`config.mk`:
```
export PLATFORM = sky130hd
export DESIGN_NAME = qfgf_sqrt_pipe
export DESIGN_NICKNAME = d
export VERILOG_FILES = /design/src/qfgf_pkg.sv /design/src/qfgf_sqrt_pipe.sv
export SDC_FILE = /design/constraint.sdc
export NUM_CORES = 2
export LEC_CHECK = 0
export BUFFER_PORTS_ARGS = -buffer_cell sky130_fd_sc_hd__buf_2
export CAP_MARGIN = 20
export CORE_UTILIZATION = 50
export CTS_BUF_LIST = sky130_fd_sc_hd__clkbuf_4 sky130_fd_sc_hd__clkbuf_8
export DETAILED_ROUTE_END_ITERATION = 12
export PLACE_DENSITY = 0.65
export SKIP_LAST_GASP = 1
export SLEW_MARGIN = 30
export SYNTH_ARGS = -nofsm -noshare
export SYNTH_HDL_FRONTEND = slang
export SYNTH_MEMORY_MAX_BITS = 65536
export SYNTH_SLANG_ARGS = --single-unit
```
`constraint.sdc`:
```
create_clock -name clk -period 8.71 [get_ports clk]
set_input_delay 0.4355 -clock clk [delete_from_list [all_inputs] [get_ports clk]]
set_output_delay 0.4355 -clock clk [all_outputs]
set_load 0.05 [all_outputs]
```
`src/qfgf_pkg.sv`:
```
`timescale 1ns / 1ps
// ----------------------------------------------------------------------------
// qfgf_pkg
// Types, widths and constants shared by the quad face geometric factor block.
// ----------------------------------------------------------------------------
package qfgf_pkg;

  localparam int COORD_W  = 32;
  localparam int WEIGHT_W = 31;
  localparam int ROOT_W   = 33;
  localparam int RAD_W    = 2 * ROOT_W;
  localparam int QUO_W    = 32;
  localparam int AJ_W     = 64;
  localparam int PROD_W   = 95;
  localparam int ADDR_W   = 3;

  localparam logic [ADDR_W-3:0]   REG_CORNER_WEIGHT   = 1'b0;
  localparam logic [WEIGHT_W-1:0] CORNER_WEIGHT_RESET = 31'd1073741824;

  localparam logic [31:0] POS_MAX = 32'h7FFF_FFFF;
  localparam logic [31:0] NEG_MAG = 32'h8000_0000;

  localparam int DEG_EDGE = 0;
  localparam int DEG_JAC  = 1;

  typedef struct packed {
    logic signed [31:0] vx0;
    logic signed [31:0] vx1;
    logic signed [31:0] vx2;
    logic signed [31:0] vx3;
    logic signed [31:0] vy0;
    logic signed [31:0] vy1;
    logic signed [31:0] vy2;
    logic signed [31:0] vy3;
    logic [1:0]         face_index;
    logic signed [31:0] ref_r;
    logic signed [31:0] ref_s;
    logic [30:0]        node_weight;
  } in_word_t;

  typedef struct packed {
    logic signed [31:0] normal_x;
    logic signed [31:0] normal_y;
    logic signed [31:0] surface_jac;
    logic signed [31:0] inv_vol_jac;
    logic signed [31:0] weighted_inv_jac;
    logic signed [31:0] weighted_surf_jac;
    logic [1:0]         degenerate;
  } out_word_t;

  typedef struct packed {
    logic [31:0]         abs_nx;
    logic [31:0]         abs_ny;
    logic                sign_nx;
    logic                sign_ny;
    logic [WEIGHT_W-1:0] w;
    logic                neg;
    logic                jz;
    logic                ij_sat;
    logic [AJ_W-1:0]     aj;
    logic                wij_sat;
    logic [PROD_W-1:0]   p;
  } geo_t;

endpackage

```
`src/qfgf_sqrt_pipe.sv`:
```
`timescale 1ns / 1ps
// ----------------------------------------------------------------------------
// qfgf_sqrt_pipe
// Integer square root, one root bit per pipeline stage, with a side word
// carried alongside.
// ----------------------------------------------------------------------------
module qfgf_sqrt_pipe #(
  parameter int ROOT_W = qfgf_pkg::ROOT_W,
  parameter int SIDE_W = 1
) (
  input  logic                  clk,
  input  logic                  rst_n,
  input  logic                  in_vld,
  input  logic [2*ROOT_W-1:0]   in_rad,
  input  logic [SIDE_W-1:0]     in_side,
  output logic                  out_vld,
  output logic [ROOT_W-1:0]     out_root,
  output logic [SIDE_W-1:0]     out_side
);

  localparam int RAD_W = 2 * ROOT_W;
  localparam int REM_W = ROOT_W + 2;

  logic [ROOT_W-1:0] vld_r;
  logic [REM_W-1:0]  rem_r   [ROOT_W];
  logic [REM_W-1:0]  rem_nxt [ROOT_W];
  logic [ROOT_W-1:0] root_r   [ROOT_W];
  logic [ROOT_W-1:0] root_nxt [ROOT_W];
  logic [RAD_W-1:0]  rad_r   [ROOT_W];
  logic [RAD_W-1:0]  rad_nxt [ROOT_W];
  logic [SIDE_W-1:0] side_r   [ROOT_W];
  logic [SIDE_W-1:0] side_nxt [ROOT_W];

  always_comb begin
    logic [REM_W-1:0]  rem_i;
    logic [ROOT_W-1:0] root_i;
    logic [RAD_W-1:0]  rad_i;
    logic [REM_W+1:0]  cur;
    logic [REM_W+1:0]  trial;
    for (int k = 0; k < ROOT_W; k++) begin
      if (k == 0) begin
        rem_i       = '0;
        root_i      = '0;
        rad_i       = in_rad;
        side_nxt[k] = in_side;
      end else begin
        rem_i       = rem_r[k-1];
        root_i      = root_r[k-1];
        rad_i       = rad_r[k-1];
        side_nxt[k] = side_r[k-1];
      end
      cur   = {rem_i, rad_i[RAD_W-1-2*k -: 2]};
      trial = {REM_W'(root_i), 2'b01};
      if (cur >= trial) begin
        rem_nxt[k]  = REM_W'(cur - trial);
        root_nxt[k] = {root_i[ROOT_W-2:0], 1'b1};
      end else begin
        rem_nxt[k]  = REM_W'(cur);
        root_nxt[k] = {root_i[ROOT_W-2:0], 1'b0};
      end
      rad_nxt[k] = rad_i;
    end
  end

  always_ff @(posedge clk) begin
    if (!rst_n) begin
      vld_r <= '0;
    end else begin
      vld_r <= {vld_r[ROOT_W-2:0], in_vld};
    end
  end

  always_ff @(posedge clk) begin
    for (int k = 0; k < ROOT_W; k++) begin
      rem_r[k]  <= rem_nxt[k];
      root_r[k] <= root_nxt[k];
      rad_r[k]  <= rad_nxt[k];
      side_r[k] <= side_nxt[k];
    end
  end

  assign out_vld  = vld_r[ROOT_W-1];
  assign out_root = root_r[ROOT_W-1];
  assign out_side = side_r[ROOT_W-1];

endmodule

```
==> Word-level counts from Yosys, hierarchy flattened <==
Memory sizes are Yosys's and may differ from the RTL's.
Index checks and enable logic that the tools add are counted.
{ "totals": {"reg_bits": 33, "latch_bits": 0, "ramBits": 4455, "rom_bits": 0, "inputBits": 70, "word_cells": 137, "memories": 4} }
{ "classes": {"n_addsub": 33, "multipliers": 0, "n_div": 0, "n_lt_le_gt_ge": 33, "n_eq_ne": 0, "shift": 0, "n_mux": 66, "bitwise": 0, "n_reduce_logical": 0} }
{ "memory_table": {"columns": ["memory", "depth", "word_bits", "read_ports", "rd_clocked_by_memory_dff", "wr", "line_no", "text"], "rows": [
  ["rad_r", 33, 66, 32, 0, 33, "qfgf_sqrt_pipe.sv:29", "logic [RAD_W-1:0] rad_r [ROOT_W];"],
  ["rem_r", 33, 35, 32, 0, 33, "qfgf_sqrt_pipe.sv:25", "logic [REM_W-1:0] rem_r [ROOT_W];"],
  ["root_r", 33, 33, 33, 0, 33, "qfgf_sqrt_pipe.sv:27", "logic [ROOT_W-1:0] root_r [ROOT_W];"],
  ["side_r", 33, 1, 33, 0, 33, "qfgf_sqrt_pipe.sv:31", "logic [SIDE_W-1:0] side_r [ROOT_W];"]
]} }
{ "ops": {"columns": ["op", "count"], "rows": [
  ["37-bit by 35-bit greater-or-equal comparator with 1-bit output", 32],
  ["35-bit 2-to-1 mux", 33],
  ["35-bit subtractor", 32],
  ["1-bit 2-to-1 mux", 33],
  ["2-bit by 1-bit subtractor with 3-bit output (second input constant)", 1],
  ["2-bit by 1-bit greater-or-equal comparator with 1-bit output (second input constant)", 1]
]} }

==> Depth between registers and ports, before layout <==
An unclocked memory read counts as a cell.
{ "logic_depth": {"ltp_word": 3, "depth_mapped": 15, "depth_no_buf": 13} }

==> Worst setup path before layout <==
No wires, ideal clock.
{ "synth_timing": {"kind": "register -> register", "startpoint": "memory root_r[30][7] (netlist: root_r[0][997])", "endpoint": "memory rem_r[0][1119] in the netlist's numbering", "setup_time_ns": 0.121, "arrival_ns": 3.415, "t_required_ns": 8.589, "path_slack_ns": 5.175, "stages_incl_launch_ff": 14, "synth_period_minus_slack_ns": 3.535, "path_cell_list": "dfxtp_1 inv_1 ha_1 and2_1 a221o_1 a221o_1 o2bb2ai_1 a21oi_1 o21ai_1 a221o_1 a211oi_2 clkbuf_1 nor2_1 mux2_2"} }
{ "synth_rtl": {"columns": ["item", "line_no"], "rows": [
  ["start, declared", "qfgf_sqrt_pipe.sv:27"],
  ["end, declared", "qfgf_sqrt_pipe.sv:25"]
]} }

==> metrics.txt <==
global routing's busiest layer=met2; Post-DP HPWL=156400 um; Syn Inst Count=9683; RSZ-0062 raised after global routing=no; Startpoint Class=flip-flop; core area=197200 um2; xor/xnor share of the synthesized area=0.08015; Crit Path Class=reg2reg; row count=163; nets=10862; setup violators final=0; CTS root buf=clkbuf_8; cell depth of the worst flop-to-flop path=9; Final ANT Viol Nets=0; Setup WS post-layout=4.194 ns; FFs w/ async S/R, synth=0; IO Count=105; Global Route Usage Sum=0.2087; Tcrit/Tclk final=0.5184; met3 Use GR=0.03246; reg2reg start=rem_r[0][327]; MaxCap Viol Count=0; Distinct cells, synth=93; fraction of layout instances using a drive strength above 1=0.1013; top_reg_cell synth=dfxtp_1; CTS tree=yes; Leak Pwr=53.23 nW; largest net degree at the start of global routing=61; Clk pin slew, worst setup/hold paths=0.06 ns; total CTS buffers=433; Synth Area in Compound Gates=0.1163; Critical Path Fanout Max=21; VDD IR-drop max=0.0001809 V; die width=447.2 um; first-pass GRT wire length=339100 um; Synth Register Bits=2750; syn nets=10349; CP endpoint kind=flip-flop; Yosys top cell by area=dfxtp_1; Synth Area in Adders=0.07524; sequential area share after synthesis=0.5555; vias in the first global route=67039; I/O Buffers=104; Syn Std Cell Area=99110 um2; area grow syn2layout=14.32%; die area=200000 um2; f_max=0.2215 GHz; Routed Wire Length=210700 um; latest clock arrival within the worst-skew pair=1.09 ns; met2 Track Usage GR=0.3691; Initial Util=0.5026; post-synthesis simple-gate area fraction=0.1279; GR Overflow Total=0; Worst Hold Depth=2; Fin Setup TNS=0 ns; Yosys warning count=0; number of synthesized flops with an enable pin=0; pre-CTS setup slack=4.191 ns; min Tclk post-route=4.516 ns; wire per inst=15.99 um; CP Launch Point=rem_r[0][327]; largest cells by area after synthesis=dfxtp_1 (56%), ha_1 (7.5%), xor2_1 (4.0%); hold crit path type=in2reg; HP Start=in_rad[25]; outcome=finished, final reports clean; Final Util=0.5745; Filler Cell Count=16956; routed vias=67690; Data arrival, critical path=5.49 ns; number of vias per cell=5.136; die outline height=447.2 um; share of the synthesized area in the top cell type=0.5555; clock skew=0.06646 ns; routability congestion estimate=0.9141; Rel. slew slack=0.3643; Post-CTS Setup Bufs=0; main combinational cell family by area after synthesis=simple AND/OR/NAND/NOR gates; # H-tree levels=5; synthesized area per cell=10.24 um2; Resized cells post-CTS=0; Num Clock Sinks=2750; max-slew violation count=0; Clock Tree Buf Depth=4; M1 GR Usage=0.2501; initial antenna violation count=3; Cell Pwr Density=283.1 nW/um2; DRC errors left=0; drt initial violations=3732; mux share of post-synthesis cell area=0.009758; Worst Path Required=9.69 ns; measured slew at the worst slew-check pin=0.9462 ns; Initial DRT Pass Iterations=6; Hold Violations, Final=0
[per-stage QoR]
| step | total power, W | cell area [um2] | std cells | hold WS (ns) |
|---|---|---|---|---|
| final | 0.03207 | 113300 | 13180 | 0.09086 |
| after global routing | 0.03381 | 113300 | 13178 | 0.01959 |
| after CTS | 0.03245 | 113200 | 13170 | 0.001314 |
| after detailed placement | 0.02091 | 102500 | 12263 | 0.3121 |
| after global placement | 0.02082 | 102500 | 12263 | 0.3097 |
| after floorplan | 0.01934 | 99110 | 9683 | 0.3096 |
[worst max-delay path, stage by stage, from the launching register on]
cell	delay (ns)
dfxtp_1	0.34
or4_4	0.56
or3_4	0.37
or4_1	0.68
or4_1	0.61
nand4b_1	0.15
or2b_1	0.57
or3b_1	0.70
nor4_1	0.32
xor2_1	0.16
[cell families after synthesis]
| group | count (synthesis) |
|---|---|
| AO/OA/AOI/OAI | 1873 |
| XOR/XNOR | 907 |
| adder cells (fa/ha/maj) | 596 |
| buffers and inverters | 922 |
| flip-flops | 2750 |
| multiplexers | 87 |
| other | 1 |
| AND/OR/NAND/NOR | 2547 |
[cell usage in the layout, fill, tap and decap left out, types with 16 or more instances in the layout]
| cell | instances |
|---|---|
| a211oi_1 | 42 |
| a21boi_0 | 29 |
| a21o_1 | 255 |
| a21oi_1 | 572 |
| a31oi_1 | 38 |
| and2_1 | 66 |
| and3_1 | 53 |
| and4_1 | 16 |
| buf_2 | 104 |
| buf_4 | 24 |
| clkbuf_4 | 126 |
| clkbuf_8 | 544 |
| clkinv_2 | 73 |
| dfxtp_1 | 2750 |
| dlygate4sd3_1 | 136 |
| ha_1 | 596 |
| inv_1 | 731 |
| mux2_2 | 75 |
| nand2_1 | 660 |
| nand2b_1 | 133 |
| nand3_1 | 160 |
| nand3b_1 | 28 |
| nand4_1 | 105 |
| nor2_1 | 575 |
| nor2b_1 | 105 |
| nor3_1 | 250 |
| nor4_1 | 114 |
| o211ai_1 | 22 |
| o21a_1 | 83 |
| o21ai_0 | 525 |
| o21bai_1 | 44 |
| o31ai_1 | 65 |
| o41ai_1 | 16 |
| or2_2 | 41 |
| or3_1 | 103 |
| or4_1 | 58 |
| xnor2_1 | 450 |
| xor2_1 | 457 |
[state kept, by name, summed over array words and instances, names as in the netlist]
register  flops
rad_r      1056
rem_r      1067
root_r      561
side_r       33
vld_r        33
[layer usage]
metal  vias to the layer above  part of all wire
li1                      34107                 -
met3                       517             0.041
met1                     31586              0.43
met4                         0             0.037
met5                         -                 0
met2                      1480              0.49
[repair_timing]
| item | 4_1_cts | 5_1_grt |
|---|---|---|
| hold buffers | 136 | 0 |
| endpoints found under the setup margin | 0 | 0 |
| endpoints found under the hold margin | 101 | 0 |
[final timing paths]
kind	endpoint	slack (ns)
max	rem_r[0][366]	4.19
max reg2reg	rem_r[0][366]	4.19
min reg2reg	rad_r[0][134]	0.29
min	rad_r[0][25]	0.09
[power by group]
part,switching [W],internal [W],leakage (nW)
Combinational,0.00257,0.00211,25.2
Clock,0.00476,0.00659,5.01
Sequential,0.00150,0.0145,23.0
Total,0.00883,0.0232,53.2
[synth_stat cells (67+ instances only)]
library cell and number:
dfxtp_1 2750, inv_1 731, nand2_1 660, ha_1 596
nor2_1 577, a21oi_1 573, o21ai_0 525, xor2_1 457
xnor2_1 450, a21o_1 255, nor3_1 254, clkbuf_1 165
nand3_1 160, nand2b_1 133, nor4_1 115, nand4_1 105
nor2b_1 105, or3_1 103, o21a_1 84, mux2_2 75
o31ai_1 67
[area by class of cell]
cell class                 count  area (um2)  share of cell area
antenna                        8       20.02           0.0001767
clock buffer                 670        8433             0.07443
clock inverter               101       920.9            0.008128
inverter                     734        2755             0.02432
multi-input combinational   6011       40740              0.3596
sequential                  2750       55050              0.4859
tap                         2640        3303             0.02915
timing repair buffer         266        2078             0.01834
Note: power is estimated with default switching activity, not from simulation.
